--- src/hdl/pfd_pkg.sv ---
// ----------------------------------------------------------------------------
// Pose frame deframer package
// Shared constants and types for the pose frame deframer blocks.
// ----------------------------------------------------------------------------
package pfd_pkg;

    // Default payload length of one frame in bytes.
    localparam int PAYLOAD_BYTES_DEF = 24;

    // Number of 32-bit words latched from a frame.
    localparam int WORD_COUNT = 6;
    localparam int WORD_W     = 32;

    // Framing bytes.
    localparam logic [7:0] HDR_FIRST  = 8'h0D;
    localparam logic [7:0] HDR_SECOND = 8'h0A;
    localparam logic [7:0] TRL_FIRST  = 8'h0A;
    localparam logic [7:0] TRL_SECOND = 8'h0D;

    // Link timeout register.
    localparam int              TIMEOUT_W     = 16;
    localparam logic [15:0]     TIMEOUT_RESET = 16'd200;
    localparam logic [15:0]     AGE_MAX       = 16'hFFFF;

    // Item kind carried in the mode field.
    localparam logic MODE_BYTE = 1'b0;
    localparam logic MODE_TICK = 1'b1;

    typedef logic [WORD_COUNT-1:0][WORD_W-1:0] t_words;

    // Event from the deframer to the link tracker.
    typedef struct packed {
        logic   done;
        t_words words;
    } t_frame_evt;

endpackage

--- src/hdl/pose_frame_deframer.sv ---
// ----------------------------------------------------------------------------
// Pose frame deframer
// Deframes fixed-length pose frames from a byte stream and tracks link age.
// ----------------------------------------------------------------------------
// Usage: each input beat is either a received serial byte (i_mode low) or a
// one-millisecond tick (i_mode high). Bytes are matched against the header
// 0x0D 0x0A, then PAYLOAD_BYTES payload bytes are collected, then the trailer
// 0x0A 0x0D must follow. A complete frame updates six latched 32-bit words.
// Every input beat produces exactly one output beat carrying the latched words,
// a frame-done pulse and the online flag.
// The input beat is captured in an input register and processed on the way
// into the result register, from which the receiver takes it. One beat is
// accepted every cycle while the receiver keeps taking results; the framing
// and age logic is a short single pass between those two registers.
// When the receiver stalls, the result register holds its beat and the input
// register can still take one more beat; the input then stalls until the
// result is taken. The timeout register is written through the config port,
// which is always ready. Reset empties both registers, returns the deframer
// to header hunting, clears the words and the age, and loads a timeout of 200.
// ----------------------------------------------------------------------------
module pose_frame_deframer #(
    parameter int PAYLOAD_BYTES = pfd_pkg::PAYLOAD_BYTES_DEF
) (
    input  logic                           i_clk,
    input  logic                           i_rst_n,
    // Input channel
    input  logic                           i_in_valid,
    output logic                           o_in_stall,
    input  logic                           i_mode,
    input  logic [7:0]                     i_rx_byte,
    // Output channel
    output logic                           o_out_valid,
    input  logic                           i_out_stall,
    output logic                           o_frame_done,
    output logic                           o_online,
    output logic [pfd_pkg::WORD_W-1:0]     o_word_yaw,
    output logic [pfd_pkg::WORD_W-1:0]     o_word_two,
    output logic [pfd_pkg::WORD_W-1:0]     o_word_three,
    output logic [pfd_pkg::WORD_W-1:0]     o_word_x,
    output logic [pfd_pkg::WORD_W-1:0]     o_word_y,
    output logic [pfd_pkg::WORD_W-1:0]     o_word_rate,
    // Configuration channel (timeout in ticks)
    input  logic                           i_cfg_valid,
    output logic                           o_cfg_ready,
    input  logic [pfd_pkg::TIMEOUT_W-1:0]  i_cfg_data
);

    logic                              r_in_valid;
    logic                              r_mode;
    logic [7:0]                        r_byte;
    logic                              r_out_valid;
    logic                              r_frame_done;
    logic                              r_online;
    logic [pfd_pkg::TIMEOUT_W-1:0]     r_timeout;

    logic                              out_free;
    logic                              advance;
    logic                              in_load;
    logic                              is_tick;
    pfd_pkg::t_frame_evt               evt;
    pfd_pkg::t_words                   words;
    logic                              online_next;

    // The held beat moves into the result register whenever that is free or
    // being emptied this cycle. State changes only on that move, so the
    // latched words seen at the outputs always belong to the held result.
    assign out_free   = !r_out_valid || !i_out_stall;
    assign advance    = r_in_valid && out_free;
    assign o_in_stall = r_in_valid && !out_free;
    assign in_load    = i_in_valid && !o_in_stall;
    assign is_tick    = (r_mode == pfd_pkg::MODE_TICK);

    always_ff @(posedge i_clk) begin
        if (!i_rst_n) begin
            r_in_valid <= 1'b0;
        end else if (in_load) begin
            r_in_valid <= 1'b1;
        end else if (advance) begin
            r_in_valid <= 1'b0;
        end
    end

    always_ff @(posedge i_clk) begin
        if (in_load) begin
            r_mode <= i_mode;
            r_byte <= i_rx_byte;
        end
    end

    pfd_deframer #(
        .PAYLOAD_BYTES (PAYLOAD_BYTES)
    ) u_deframer (
        .i_clk   (i_clk),
        .i_rst_n (i_rst_n),
        .i_step  (advance && !is_tick),
        .i_byte  (r_byte),
        .o_evt   (evt)
    );

    pfd_link u_link (
        .i_clk         (i_clk),
        .i_rst_n       (i_rst_n),
        .i_step        (advance),
        .i_tick        (is_tick),
        .i_evt         (evt),
        .i_timeout     (r_timeout),
        .o_words       (words),
        .o_online_next (online_next)
    );

    always_ff @(posedge i_clk) begin
        if (!i_rst_n) begin
            r_out_valid <= 1'b0;
        end else if (advance) begin
            r_out_valid <= 1'b1;
        end else if (!i_out_stall) begin
            r_out_valid <= 1'b0;
        end
    end

    always_ff @(posedge i_clk) begin
        if (advance) begin
            r_frame_done <= evt.done;
            r_online     <= online_next;
        end
    end

    // Timeout register; the user must write it only while the block is idle, which the block itself does not enforce.
    assign o_cfg_ready = 1'b1;

    always_ff @(posedge i_clk) begin
        if (!i_rst_n) begin
            r_timeout <= pfd_pkg::TIMEOUT_RESET;
        end else if (i_cfg_valid && o_cfg_ready) begin
            r_timeout <= i_cfg_data;
        end
    end

    assign o_out_valid  = r_out_valid;
    assign o_frame_done = r_frame_done;
    assign o_online     = r_online;
    assign o_word_yaw   = words[0];
    assign o_word_two   = words[1];
    assign o_word_three = words[2];
    assign o_word_x     = words[3];
    assign o_word_y     = words[4];
    assign o_word_rate  = words[5];

endmodule

--- src/hdl/pfd_deframer.sv ---
// ----------------------------------------------------------------------------
// Pose frame deframer: byte framing
// Tracks header, payload and trailer phases and collects payload bytes.
// ----------------------------------------------------------------------------
module pfd_deframer #(
    parameter int PAYLOAD_BYTES = pfd_pkg::PAYLOAD_BYTES_DEF
) (
    input  logic                i_clk,
    input  logic                i_rst_n,
    input  logic                i_step,
    input  logic [7:0]          i_byte,
    output pfd_pkg::t_frame_evt o_evt
);

    localparam int IDX_W = $clog2(PAYLOAD_BYTES);

    localparam logic [2:0] PH_HDR1 = 3'd0;
    localparam logic [2:0] PH_HDR2 = 3'd1;
    localparam logic [2:0] PH_DATA = 3'd2;
    localparam logic [2:0] PH_TRL1 = 3'd3;
    localparam logic [2:0] PH_TRL2 = 3'd4;

    logic [2:0]                        r_phase, n_phase;
    logic [IDX_W-1:0]                  r_idx, n_idx;
    logic [PAYLOAD_BYTES-1:0][7:0]     r_buf;
    logic [IDX_W:0]                    idx_inc;
    logic                              buf_we;
    logic                              done;

    assign idx_inc = {1'b0, r_idx} + {{IDX_W{1'b0}}, 1'b1};

    always_comb begin
        n_phase = r_phase;
        n_idx   = r_idx;
        buf_we  = 1'b0;
        done    = 1'b0;
        case (r_phase)
            PH_HDR1: begin
                n_phase = (i_byte == pfd_pkg::HDR_FIRST) ? PH_HDR2 : PH_HDR1;
            end
            PH_HDR2: begin
                if (i_byte == pfd_pkg::HDR_SECOND) begin
                    n_idx   = '0;
                    n_phase = PH_DATA;
                end else if (i_byte == pfd_pkg::HDR_FIRST) begin
                    n_phase = PH_HDR2;
                end else begin
                    n_phase = PH_HDR1;
                end
            end
            PH_DATA: begin
                buf_we = 1'b1;
                if (idx_inc >= (IDX_W+1)'(PAYLOAD_BYTES)) begin
                    n_idx   = '0;
                    n_phase = PH_TRL1;
                end else begin
                    n_idx = idx_inc[IDX_W-1:0];
                end
            end
            PH_TRL1: begin
                n_phase = (i_byte == pfd_pkg::TRL_FIRST) ? PH_TRL2 : PH_HDR1;
            end
            PH_TRL2: begin
                done    = (i_byte == pfd_pkg::TRL_SECOND);
                n_phase = PH_HDR1;
            end
            default: begin
                n_phase = PH_HDR1;
            end
        endcase
    end

    always_ff @(posedge i_clk) begin
        if (!i_rst_n) begin
            r_phase <= PH_HDR1;
            r_idx   <= '0;
        end else if (i_step) begin
            r_phase <= n_phase;
            r_idx   <= n_idx;
        end
    end

    always_ff @(posedge i_clk) begin
        if (i_step && buf_we) begin
            r_buf[r_idx] <= i_byte;
        end
    end

    // Little-endian word assembly; bytes past the payload read as zero.
    for (genvar k = 0; k < pfd_pkg::WORD_COUNT; k++) begin : g_word
        for (genvar j = 0; j < 4; j++) begin : g_byte
            if (4*k + j < PAYLOAD_BYTES) begin : g_used
                assign o_evt.words[k][8*j +: 8] = r_buf[4*k + j];
            end else begin : g_zero
                assign o_evt.words[k][8*j +: 8] = 8'h00;
            end
        end
    end

    assign o_evt.done = i_step && done;

endmodule

--- src/hdl/pfd_link.sv ---
// ----------------------------------------------------------------------------
// Pose frame deframer: link tracker
// Holds the latched words, the has-frame mark and the saturating tick age.
// ----------------------------------------------------------------------------
module pfd_link (
    input  logic                               i_clk,
    input  logic                               i_rst_n,
    input  logic                               i_step,
    input  logic                               i_tick,
    input  pfd_pkg::t_frame_evt                i_evt,
    input  logic [pfd_pkg::TIMEOUT_W-1:0]      i_timeout,
    output pfd_pkg::t_words                    o_words,
    output logic                               o_online_next
);

    pfd_pkg::t_words                   r_words;
    logic                              r_has_frame, n_has_frame;
    logic [pfd_pkg::TIMEOUT_W-1:0]     r_age, n_age;

    always_comb begin
        n_has_frame = r_has_frame;
        n_age       = r_age;
        if (i_tick) begin
            if (r_age != pfd_pkg::AGE_MAX) begin
                n_age = r_age + 16'd1;
            end
        end else if (i_evt.done) begin
            n_has_frame = 1'b1;
            n_age       = '0;
        end
    end

    // Online as seen after the current item is applied.
    assign o_online_next = n_has_frame && (n_age < i_timeout);

    always_ff @(posedge i_clk) begin
        if (!i_rst_n) begin
            r_words     <= '0;
            r_has_frame <= 1'b0;
            r_age       <= '0;
        end else if (i_step) begin
            r_has_frame <= n_has_frame;
            r_age       <= n_age;
            if (!i_tick && i_evt.done) begin
                r_words <= i_evt.words;
            end
        end
    end

    assign o_words = r_words;

endmodule

--- config.mk ---
export PLATFORM = sky130hd
export DESIGN_NAME = pose_frame_deframer
export DESIGN_NICKNAME = d
export VERILOG_FILES = /design/src/hdl/pfd_pkg.sv /design/src/hdl/pose_frame_deframer.sv /design/src/hdl/pfd_deframer.sv /design/src/hdl/pfd_link.sv
export SDC_FILE = /design/constraint.sdc
export NUM_CORES = 1
export LEC_CHECK = 0
export BUFFER_PORTS_ARGS = -buffer_cell sky130_fd_sc_hd__buf_2
export CAP_MARGIN = 0
export CORE_ASPECT_RATIO = 0.6
export CORE_MARGIN = 4
export CORE_UTILIZATION = 60
export DETAILED_ROUTE_END_ITERATION = 12
export PLACE_DENSITY = 0.86
export SLEW_MARGIN = 30
export SYNTH_ARGS = -nofsm -noshare
export SYNTH_HDL_FRONTEND = slang
export SYNTH_SLANG_ARGS = --single-unit
export TNS_END_PERCENT = 10
--- constraint.sdc ---
create_clock -name i_clk -period 9.3 [get_ports i_clk]
set_input_delay 1.86 -clock i_clk [delete_from_list [all_inputs] [get_ports i_clk]]
set_output_delay 1.86 -clock i_clk [all_outputs]
set_load 0.01 [all_outputs]
==> flow_metrics.env, run 1 <==
export IMPL_status="completed"
export IMPL_grt_usage_pct=25.8
export IMPL_drv_cap=0
export IMPL_nets=1680
export IMPL_die_w_um=216
export IMPL_port_buffers=225
export IMPL_critPathMostFrequentCell="nand4_1"
export IMPL_insertedDiodeCount=0
export IMPL_worst_pin_slew_ns=0.946
export IMPL_yosysWarnings=0
export IMPL_clock_latency_ns=0.55
export IMPL_cts_hold_buf=0
export IMPL_r2r_end="o_online"
export IMPL_yosysSeqAreaShare_pct=69.2
export IMPL_min_to="u_link.o_words[67]"
export IMPL_crit_path_top_delay_cell="inv_6"
export IMPL_crit_type="input pin to register"
export IMPL_ys_seq_elements=438
export IMPL_worst_path_dominant_cell_family="simple AND/OR/NAND/NOR gates"
export IMPL_r2r_start="r_byte[4]"
export IMPL_end_kind="register"
export IMPL_reg2regPathDepth=12
export IMPL_drt_iter0_markers=1378
export IMPL_p_leak_nw=6.75
export IMPL_viasPerCell=5.74
export IMPL_synth_top_area_share_pct=39.0
export IMPL_rrSetupSlack_ns=4.38
export IMPL_rows=45
export IMPL_synth_area_um2=15600
export IMPL_grt_pass1_vias=10900
export IMPL_rsz0062_at_grt="no"
export IMPL_die_h_um=133
export IMPL_wl_per_cell_um=19.0
export IMPL_power_density_nw_per_um2=201
export IMPL_synth_ff_type="dfxtp_1"
export IMPL_hpwl_um=23900
export IMPL_core_region_area_um2=25400
export IMPL_worstPathArrival_ns=5.90
export IMPL_drc=0
export IMPL_min_delay_start="u_link.o_words[67]"
export IMPL_grt_overflow_total=0
export IMPL_grtUsageMet3_pct=5.78
export IMPL_ant_nets=0
export IMPL_syn_mean_instance_area_um2=10.9
export IMPL_syn_nets=1486
export IMPL_totalPowerFinal_w=0.00366
export IMPL_synth_most_common_cell="nand2_1"
export IMPL_use_met2_pct=39.4
export IMPL_dieArea_um2=28800
export IMPL_clock_root_buffer="clkbuf_16"
export IMPL_ctsResizeCount=0
export IMPL_post_cts_buffers=0
export IMPL_path_buf_inv=2
export IMPL_clk_transition_reported_paths_ns=0.07
export IMPL_synth_common_cells="430 x nand2_1, 235 x dfxtp_1, 203 x a21oi_1, 203 x edfxtp_1, 61 x clkbuf_1"
export IMPL_cts_buffers=38
export IMPL_grt_pass1_wl_um=58900
export IMPL_grt_max_degree=134
export IMPL_routabilityCongestion=0.963
export IMPL_dp_slack_ns=3.17
export IMPL_synthTopCellsByArea="edfxtp_1 39%, dfxtp_1 30%, nand2_1 10%, a21oi_1 6.5%, ha_1 1.7%"
export IMPL_grt_busiest_layer="met2"
export IMPL_vias=11500
export IMPL_relSlewSlack_pct=36.7
export IMPL_worst_slack_ns=3.64
export IMPL_path_cells="buf_2, a21bo_2, nor4b_1, nand2_4, inv_6, nor2_1, mux2_2, ha_1, nand4_1, nor3_1, nand4_1, o21ai_1, a2111oi_1"
export IMPL_min_period_ns=5.66
export IMPL_firstDrtPassIters=5
export IMPL_crit_fanout=118
export IMPL_cp_required_ns=9.54
export IMPL_max_freq_ghz=0.177
export IMPL_fin_crit_sh_pct=60.8
export IMPL_post_route_util_pct=71.5
export IMPL_yosys_area_top_type="edfxtp_1"
export IMPL_setup_tns_ns=0
export IMPL_wl_um=38200
export IMPL_final_layout_size_suffix_gt1_share_pct=18.5
export IMPL_cts_sinks=438
export IMPL_setup_viol=0
export IMPL_syn2layout_area_growth_pct=16.6
export IMPL_syn_inst=1435
export IMPL_hold_violations=0
export IMPL_vdd_drop_max_mv=0.133
export IMPL_worst_path_largest_cell_delay_ns=0.83
export IMPL_hp_class="register to register"
export IMPL_start_kind="input pin"
export IMPL_synth_edff_count=203
export IMPL_synth_cell_types=63
export IMPL_cts_tree="done"
export IMPL_htree_levels=2
export IMPL_clockBufferDepth=3
export IMPL_finClkSkew_ns=0.0236
export IMPL_worstHoldPathCells=2
export IMPL_initial_core_util_pct=61.4
export IMPL_grt_use_met1_pct=37.6
export IMPL_synth_async_sr_flop_share_pct=0
export IMPL_antenna_found_initial=0
export IMPL_drv_slew=0
export IMPL_num_io_pins=227
logic make-up (layout without fill, tap and decap cells):
logic type | after synthesis | count (layout) | synth area share [%]
AO/OA/AOI/OAI | 271 | 271 | 9.73
other | 1 | 1 | 0.0240
AND/OR/NAND/NOR | 570 | 570 | 15.2
flip-flops | 438 | 438 | 69.2
XOR/XNOR | 1 | 1 | 0.0561
buffers and inverters | 114 | 337 | 2.94
adder cells (fa/ha/maj) | 21 | 21 | 1.68
multiplexers | 19 | 19 | 1.23
worst register-to-register path: stages (launching register included):
cell and delay (ns):
edfxtp_1 0.71, nor4_1 0.62, and3_1 0.32, nand2_4 0.46, inv_6 0.85, nor2_1 0.20
mux2_2 0.31, ha_1 0.30, nand4_1 0.19, nor3_1 0.32, nand4_1 0.13, o21ai_1 0.14
a2111oi_1 0.09
registers in the layout, summed over array words and instances, names as in the netlist, 3 cells and up:
| signal | count |
|---|---|
| r_byte | 8 |
| u_link.r_age | 16 |
| u_link.o_words | 192 |
| u_deframer.o_evt | 192 |
| u_deframer.r_phase | 3 |
| r_timeout | 16 |
| u_deframer.r_idx | 5 |
placed cells by master, fill, tap and decap left out, types with 5 or more instances in the layout:
cell	count
nand4_1	11
o21ai_0	17
nor2_1	59
nor3_1	7
mux2i_1	17
clkbuf_1	11
edfxtp_1	203
buf_4	8
buf_2	225
dfxtp_1	235
buf_6	5
o31ai_1	5
inv_1	26
clkinv_1	5
o211ai_1	7
clkinv_2	5
a21oi_1	203
nand2_1	429
a31oi_1	7
ha_1	21
clkbuf_16	38
nand3_1	26
stage by stage:
step	hold slack [ns]	instance area, µm²	cells
finish	0.453	18200	2010
global placement	0.441	16900	1934
CTS	0.452	18200	2010
global route	0.464	18200	2010
floorplan	0.437	15600	1435
detailed placement	0.443	17000	1941
layer usage:
metal,wire length [µm],up-vias,part of all wire [%]
li1,-,5326,-
met1,16400,5512,43
met2,17000,610,45
met3,3920,82,10
met4,884,0,2.3
met5,0,-,0
how the worst max path moves through the flow:
stage	from	end	slack [ns]	depth (start not counted)
2_1_floorplan	i_out_stall	o_online	5.16	12
5_1_grt	i_out_stall	o_online	3.29	13
3_5_place_dp	i_out_stall	o_online	3.17	13
3_3_place_gp	i_out_stall	o_online	3.31	13
4_1_cts	i_out_stall	o_online	3.72	13
6_report	i_out_stall	o_online	3.64	13
final cells by class:
cell class / count / area (µm²)
clock buffer: 51 / 1020
clock inverter: 18 / 186
fill: 1769 / 7250
inverter: 28 / 118
multi-input combinational: 883 / 4370
sequential: 438 / 10800
tap: 352 / 440
timing repair buffer: 240 / 1270
where the power goes:
part,leakage [nW],switching [W],internal [W]
logic,2.43,0.0000569,0.0000198
registers,3.73,0.00000702,0.00202
clock network,0.588,0.000690,0.000863
Power figures use the tool's default switching activity.
==> inputs of run 2 (changes only) <==
CORE_UTILIZATION = 56   (was 60)
PLACE_DENSITY = 0.81   (was 0.86)
clock period = 5.3 ns   (was 9.3 ns; I/O delays follow)
==> flow_metrics.env, run 2 (synthesized netlist as in run 1, its figures left out) <==
export IMPL_status="completed"
export IMPL_regArea_um2=10800
export IMPL_r2r_end="o_online"
export IMPL_power_density_nw_per_um2=357
export IMPL_clock_root_buffer="clkbuf_16"
export IMPL_worstHoldPathCells=2
export IMPL_drv_cap=0
export IMPL_dieArea_um2=30700
export IMPL_vdd_drop_max_mv=0.211
export IMPL_setup_viol=0
export IMPL_finClkSkew_ns=0.0162
export IMPL_htree_levels=2
export IMPL_post_cts_buffers=0
export IMPL_cts_buffers=39
export IMPL_die_h_um=137
export IMPL_worstPathArrival_ns=4.20
export IMPL_viasPerCell=5.59
export IMPL_vias=11300
export IMPL_grt_pass1_vias=10600
export IMPL_final_layout_size_suffix_gt1_share_pct=19.1
export IMPL_path_buf_inv=2
export IMPL_multi_input_area_um2=4370
export IMPL_grt_pass1_wl_um=58700
export IMPL_syn2layout_area_growth_pct=17.2
export IMPL_core_region_area_um2=27500
export IMPL_mostFrequentLayoutCells="429 x nand2_1, 235 x dfxtp_1, 225 x buf_2"
export IMPL_grt_overflow_total=0
export IMPL_relSlewSlack_pct=36.8
export IMPL_rows=47
export IMPL_drv_slew=0
export IMPL_die_w_um=224
export IMPL_min_to="u_link.o_words[172]"
export IMPL_hp_class="register to register"
export IMPL_rrSetupSlack_ns=1.42
export IMPL_cts_hold_buf=0
export IMPL_end_kind="register"
export IMPL_initial_core_util_pct=56.8
export IMPL_min_delay_start="u_link.o_words[172]"
export IMPL_cp_depth=11
export IMPL_num_io_pins=227
export IMPL_cp_required_ns=5.62
export IMPL_min_period_ns=3.88
export IMPL_totalPowerFinal_w=0.00653
export IMPL_crit_path_top_delay_cell="edfxtp_1"
export IMPL_rsz0062_at_grt="no"
export IMPL_wl_per_cell_um=19.1
export IMPL_drt_iter0_markers=1187
export IMPL_worst_path_largest_cell_delay_ns=0.63
export IMPL_insertedDiodeCount=0
export IMPL_fin_crit_sh_pct=73.2
export IMPL_max_freq_ghz=0.258
export IMPL_worst_path_dominant_cell_family="simple AND/OR/NAND/NOR gates"
export IMPL_cts_tree="done"
export IMPL_antenna_found_initial=1
export IMPL_firstDrtPassIters=5
export IMPL_p_leak_nw=6.79
export IMPL_timing_hold_ws_ns=0.451
export IMPL_r2r_start="r_byte[7]"
export IMPL_layout_commonest_cell="nand2_1"
export IMPL_setup_tns_ns=0
export IMPL_crit_type="register to register"
export IMPL_clk_transition_reported_paths_ns=0.07
export IMPL_grt_usage_pct=24.4
export IMPL_hpwl_um=23700
export IMPL_start_kind="register"
export IMPL_hold_violations=0
export IMPL_wl_um=38600
export IMPL_routabilityCongestion=0.894
export IMPL_port_buffers=225
export IMPL_drc=0
export IMPL_reg2regPathDepth=11
export IMPL_ant_nets=0
export IMPL_ctsResizeCount=0
export IMPL_worst_pin_slew_ns=0.948
export IMPL_crit_fanout=91
export IMPL_num_fill_cells=2080
export IMPL_grt_max_degree=120
export IMPL_cts_sinks=438
export IMPL_path_cells="buf_8, nor4_1, and3_1, nand2_4, buf_4, o21ai_0, mux2i_1, ha_1, nand4_1, o21ai_1, a2111oi_1"
export IMPL_clockBufferDepth=3
export IMPL_clock_latency_ns=0.55
export IMPL_nets=1680
run 2: routing by layer:
layer / part of all wire (%) / vias to the layer above / global-route usage (%)
met4: 2.5 / 2 / 7.66
li1: - / 5335 / -
met2: 44 / 552 / 35.7
met1: 44 / 5375 / 36.6
met5: 0.034 / - / 0
met3: 9.8 / 74 / 5.49
run 2: where the power goes:
| group | total (W) | switching [W] | internal, W | leakage (nW) |
|---|---|---|---|---|
| combinational | 0.000131 | 0.0000983 | 0.0000331 | 2.43 |
| clock | 0.00285 | 0.00124 | 0.00161 | 0.636 |
| sequential | 0.00356 | 0.0000117 | 0.00354 | 3.73 |
run 2: through the flow:
stage / setup slack, ns / instance area [µm²] / util [%] / instances
after detailed placement: 1.02 / 17000 / 61.8 / 1955
after global placement: 1.10 / 17000 / 61.6 / 1953
final: 1.42 / 18300 / 66.5 / 2027
after global routing: 1.16 / 18300 / 66.5 / 2027
after floorplan: 1.96 / 15600 / - / 1435
after CTS: 1.46 / 18300 / 66.5 / 2027
run 2: worst max path at each step:
stage | slack (ns) | to | start
after global placement | 1.10 | o_online | i_out_stall
after CTS | 1.46 | o_online | r_byte[7]
after detailed placement | 1.02 | o_online | i_out_stall
after floorplan | 1.96 | o_online | i_out_stall
after global routing | 1.16 | o_online | r_byte[7]
final | 1.42 | o_online | r_byte[7]
run 2: final cells by class:
class	instances	share of cell area (%)
inverters	28	0.629
clock inverters	18	0.882
multi-input cells	883	23.9
flip-flops and latches	438	59.0
repair buffers	239	6.92
well taps	367	2.51
clock buffers	54	6.19
run 2: worst reg2reg max path, delay by kind of cell (launching register included):
family / cells / cell delay [ns]
simple gates: 4 / 1.15
buf+inv: 2 / 0.74
compound gates: 3 / 0.72
fa+ha+maj: 1 / 0.30
mux: 1 / 0.13
flops: 1 / 0.63
==> inputs of run 3 (changes only) <==
ABC_AREA = 1   (was default)
PLACE_DENSITY = 0.82   (was 0.81)
clock period = 3.7 ns   (was 5.3 ns; I/O delays follow)
==> flow_metrics.env, run 3 <==
export IMPL_initial_core_util_pct=57.5
export IMPL_rsz0062_at_grt="no"
export IMPL_dp_slack_ns=0.317
export IMPL_crit_type="register to register"
export IMPL_ant_nets=0
export IMPL_grt_usage_pct=24.2
export IMPL_fin_crit_sh_pct=84.1
export IMPL_core_region_area_um2=26700
export IMPL_insertedDiodeCount=0
export IMPL_synthTopCellsByArea="edfxtp_1 40%, dfxtp_1 31%, nor2_1 11%, o21ai_0 7.9%, ha_1 1.7%"
export IMPL_syn_mean_instance_area_um2=10.5
export IMPL_clock_latency_ns=0.54
export IMPL_layout_commonest_cell="nor2_1"
export IMPL_min_delay_start="i_mode"
export IMPL_setup_viol=0
export IMPL_r2r_start="r_byte[5]"
export IMPL_rows=46
export IMPL_critPathLaunch="r_byte[5]"
export IMPL_cts_buffers=39
export IMPL_p_leak_nw=7.32
export IMPL_htree_levels=2
export IMPL_post_cts_buffers=0
export IMPL_firstDrtPassIters=5
export IMPL_synth_ff_type="dfxtp_1"
export IMPL_ys_seq_elements=438
export IMPL_synth_cell_types=28
export IMPL_status="completed"
export IMPL_nets=1724
export IMPL_clk_transition_reported_paths_ns=0.07
export IMPL_vdd_drop_max_mv=0.501
export IMPL_finClkSkew_ns=0.0155
export IMPL_drv_slew=0
export IMPL_yosysSeqAreaShare_pct=70.4
export IMPL_syn2layout_area_growth_pct=17.8
export IMPL_post_route_util_pct=67.7
export IMPL_cp_required_ns=3.99
export IMPL_dieArea_um2=30200
export IMPL_hpwl_um=23300
export IMPL_ctsResizeCount=0
export IMPL_worst_slack_ns=0.589
export IMPL_final_layout_size_suffix_gt1_share_pct=18.0
export IMPL_setup_tns_ns=0
export IMPL_die_w_um=222
export IMPL_yosys_area_top_type="edfxtp_1"
export IMPL_grt_overflow_total=0
export IMPL_cts_sinks=438
export IMPL_port_buffers=225
export IMPL_drt_iter0_markers=1305
export IMPL_synth_async_sr_flop_share_pct=0
export IMPL_grt_max_degree=140
export IMPL_synth_area_um2=15400
export IMPL_routabilityCongestion=0.888
export IMPL_postPlaceCellArea_um2=16800
export IMPL_synth_most_common_cell="nor2_1"
export IMPL_crit_fanout=29
export IMPL_grt_pass1_vias=10800
export IMPL_die_h_um=136
export IMPL_start_kind="register"
export IMPL_syn_inst=1461
export IMPL_grt_pass1_wl_um=57900
export IMPL_vias=11200
export IMPL_hp_class="input pin to register"
export IMPL_cts_tree="done"
export IMPL_worstPathArrival_ns=3.40
export IMPL_drc=0
export IMPL_num_io_pins=227
export IMPL_syn_nets=1512
export IMPL_min_period_ns=3.11
export IMPL_synth_edff_count=203
export IMPL_worst_pin_slew_ns=0.788
export IMPL_clockBufferDepth=3
export IMPL_cts_hold_buf=0
export IMPL_synth_common_cells="461 x nor2_1, 243 x o21ai_0, 235 x dfxtp_1"
export IMPL_synth_top_area_share_pct=39.7
export IMPL_max_freq_ghz=0.321
export IMPL_design_area_um2=18100
export IMPL_end_kind="register"
export IMPL_antenna_found_initial=1
export IMPL_clock_root_buffer="clkbuf_16"
export IMPL_viasPerCell=5.45
export IMPL_wl_per_cell_um=18.2
export IMPL_relSlewSlack_pct=47.3
export IMPL_mostFrequentLayoutCells="461 x nor2_1, 243 x o21ai_0, 235 x dfxtp_1"
export IMPL_drv_cap=0
export IMPL_yosysWarnings=0
export IMPL_hold_violations=0
export IMPL_power_density_nw_per_um2=524
export IMPL_wl_um=37500
[run 3: changes by cell type in the layout (fill, tap and decap cells not counted), moves of 7 or more]
cell / delta
nor2_1: +402
buf_4: +10
a31oi_1: -7
inv_1: +41
o21ai_0: +226
mux2i_1: -17
nand2_1: -372
a21oi_1: -169
[run 3: final timing paths]
path / endpoint / slack, ns / cells after the start
worst max-delay path: o_online / 0.59 / 15
worst min-delay path: is_tick / 0.38 / 1
worst max register to register: o_online / 0.59 / 15
worst min register to register: u_link.r_has_frame / 0.46 / 2
[run 3: final cells by class]
type                            instances  area, µm²
Sequential cell                       438      10800
Fill cell                            1939       8620
Multi-Input combinational cell        881       3990
Clock buffer                           57       1140
Clock inverter                         14        145
Timing Repair Buffer                  246       1310
Inverter                               67        251
Tap cell                              360        450
[run 3: metal layers]
layer	track usage, %	share of wire [%]	vias to the layer above
met4	5.96	1.7	0
li1	-	-	5317
met3	5.03	9.8	58
met1	35.8	45	5309
met5	0	0	-
met2	37.2	43	556
[run 3: cells by family (layout without fill, tap and decap cells)]
family          Yosys count  count (layout)  share of synthesized area (%)
flops                   438             438                           70.4
compound gates          287             287                           9.52
xor+xnor                  4               4                          0.228
buf+inv                 142             384                           3.68
simple gates            568             568                           14.5
other cells               1               1                         0.0244
fa+ha+maj                21              21                           1.71
[run 3: worst max-delay path: stages, from the launching register on]
cell      delay (ns)
edfxtp_1        0.39
nor2_1          0.18
nand2_1         0.12
nor3_1          0.43
nand2_4         0.30
nand3_1         0.18
o21a_1          0.15
inv_1           0.04
ha_1            0.29
nand2_1         0.07
o21ai_0         0.16
nand3_1         0.09
a21boi_0        0.17
o21ai_0         0.13
nand2_1         0.09
a21oi_1         0.05
[run 3: stage by stage]
step,total power (W),hold WS (ns),cells
2_1_floorplan,0.00541,0.427,1461
4_1_cts,0.00952,0.364,2063
3_3_place_gp,0.00552,0.442,1992
5_1_grt,0.00976,0.372,2063
3_5_place_dp,0.00553,0.450,1992
6_report,0.00948,0.384,2063
[run 3: power by group]
part / total (W) / internal [W] / leakage, nW / switching, W
sequential: 0.00512 / 0.00509 / 3.73 / 0.0000243
combinational: 0.000315 / 0.0000914 / 2.97 / 0.000223
clock: 0.00405 / 0.00235 / 0.623 / 0.00170
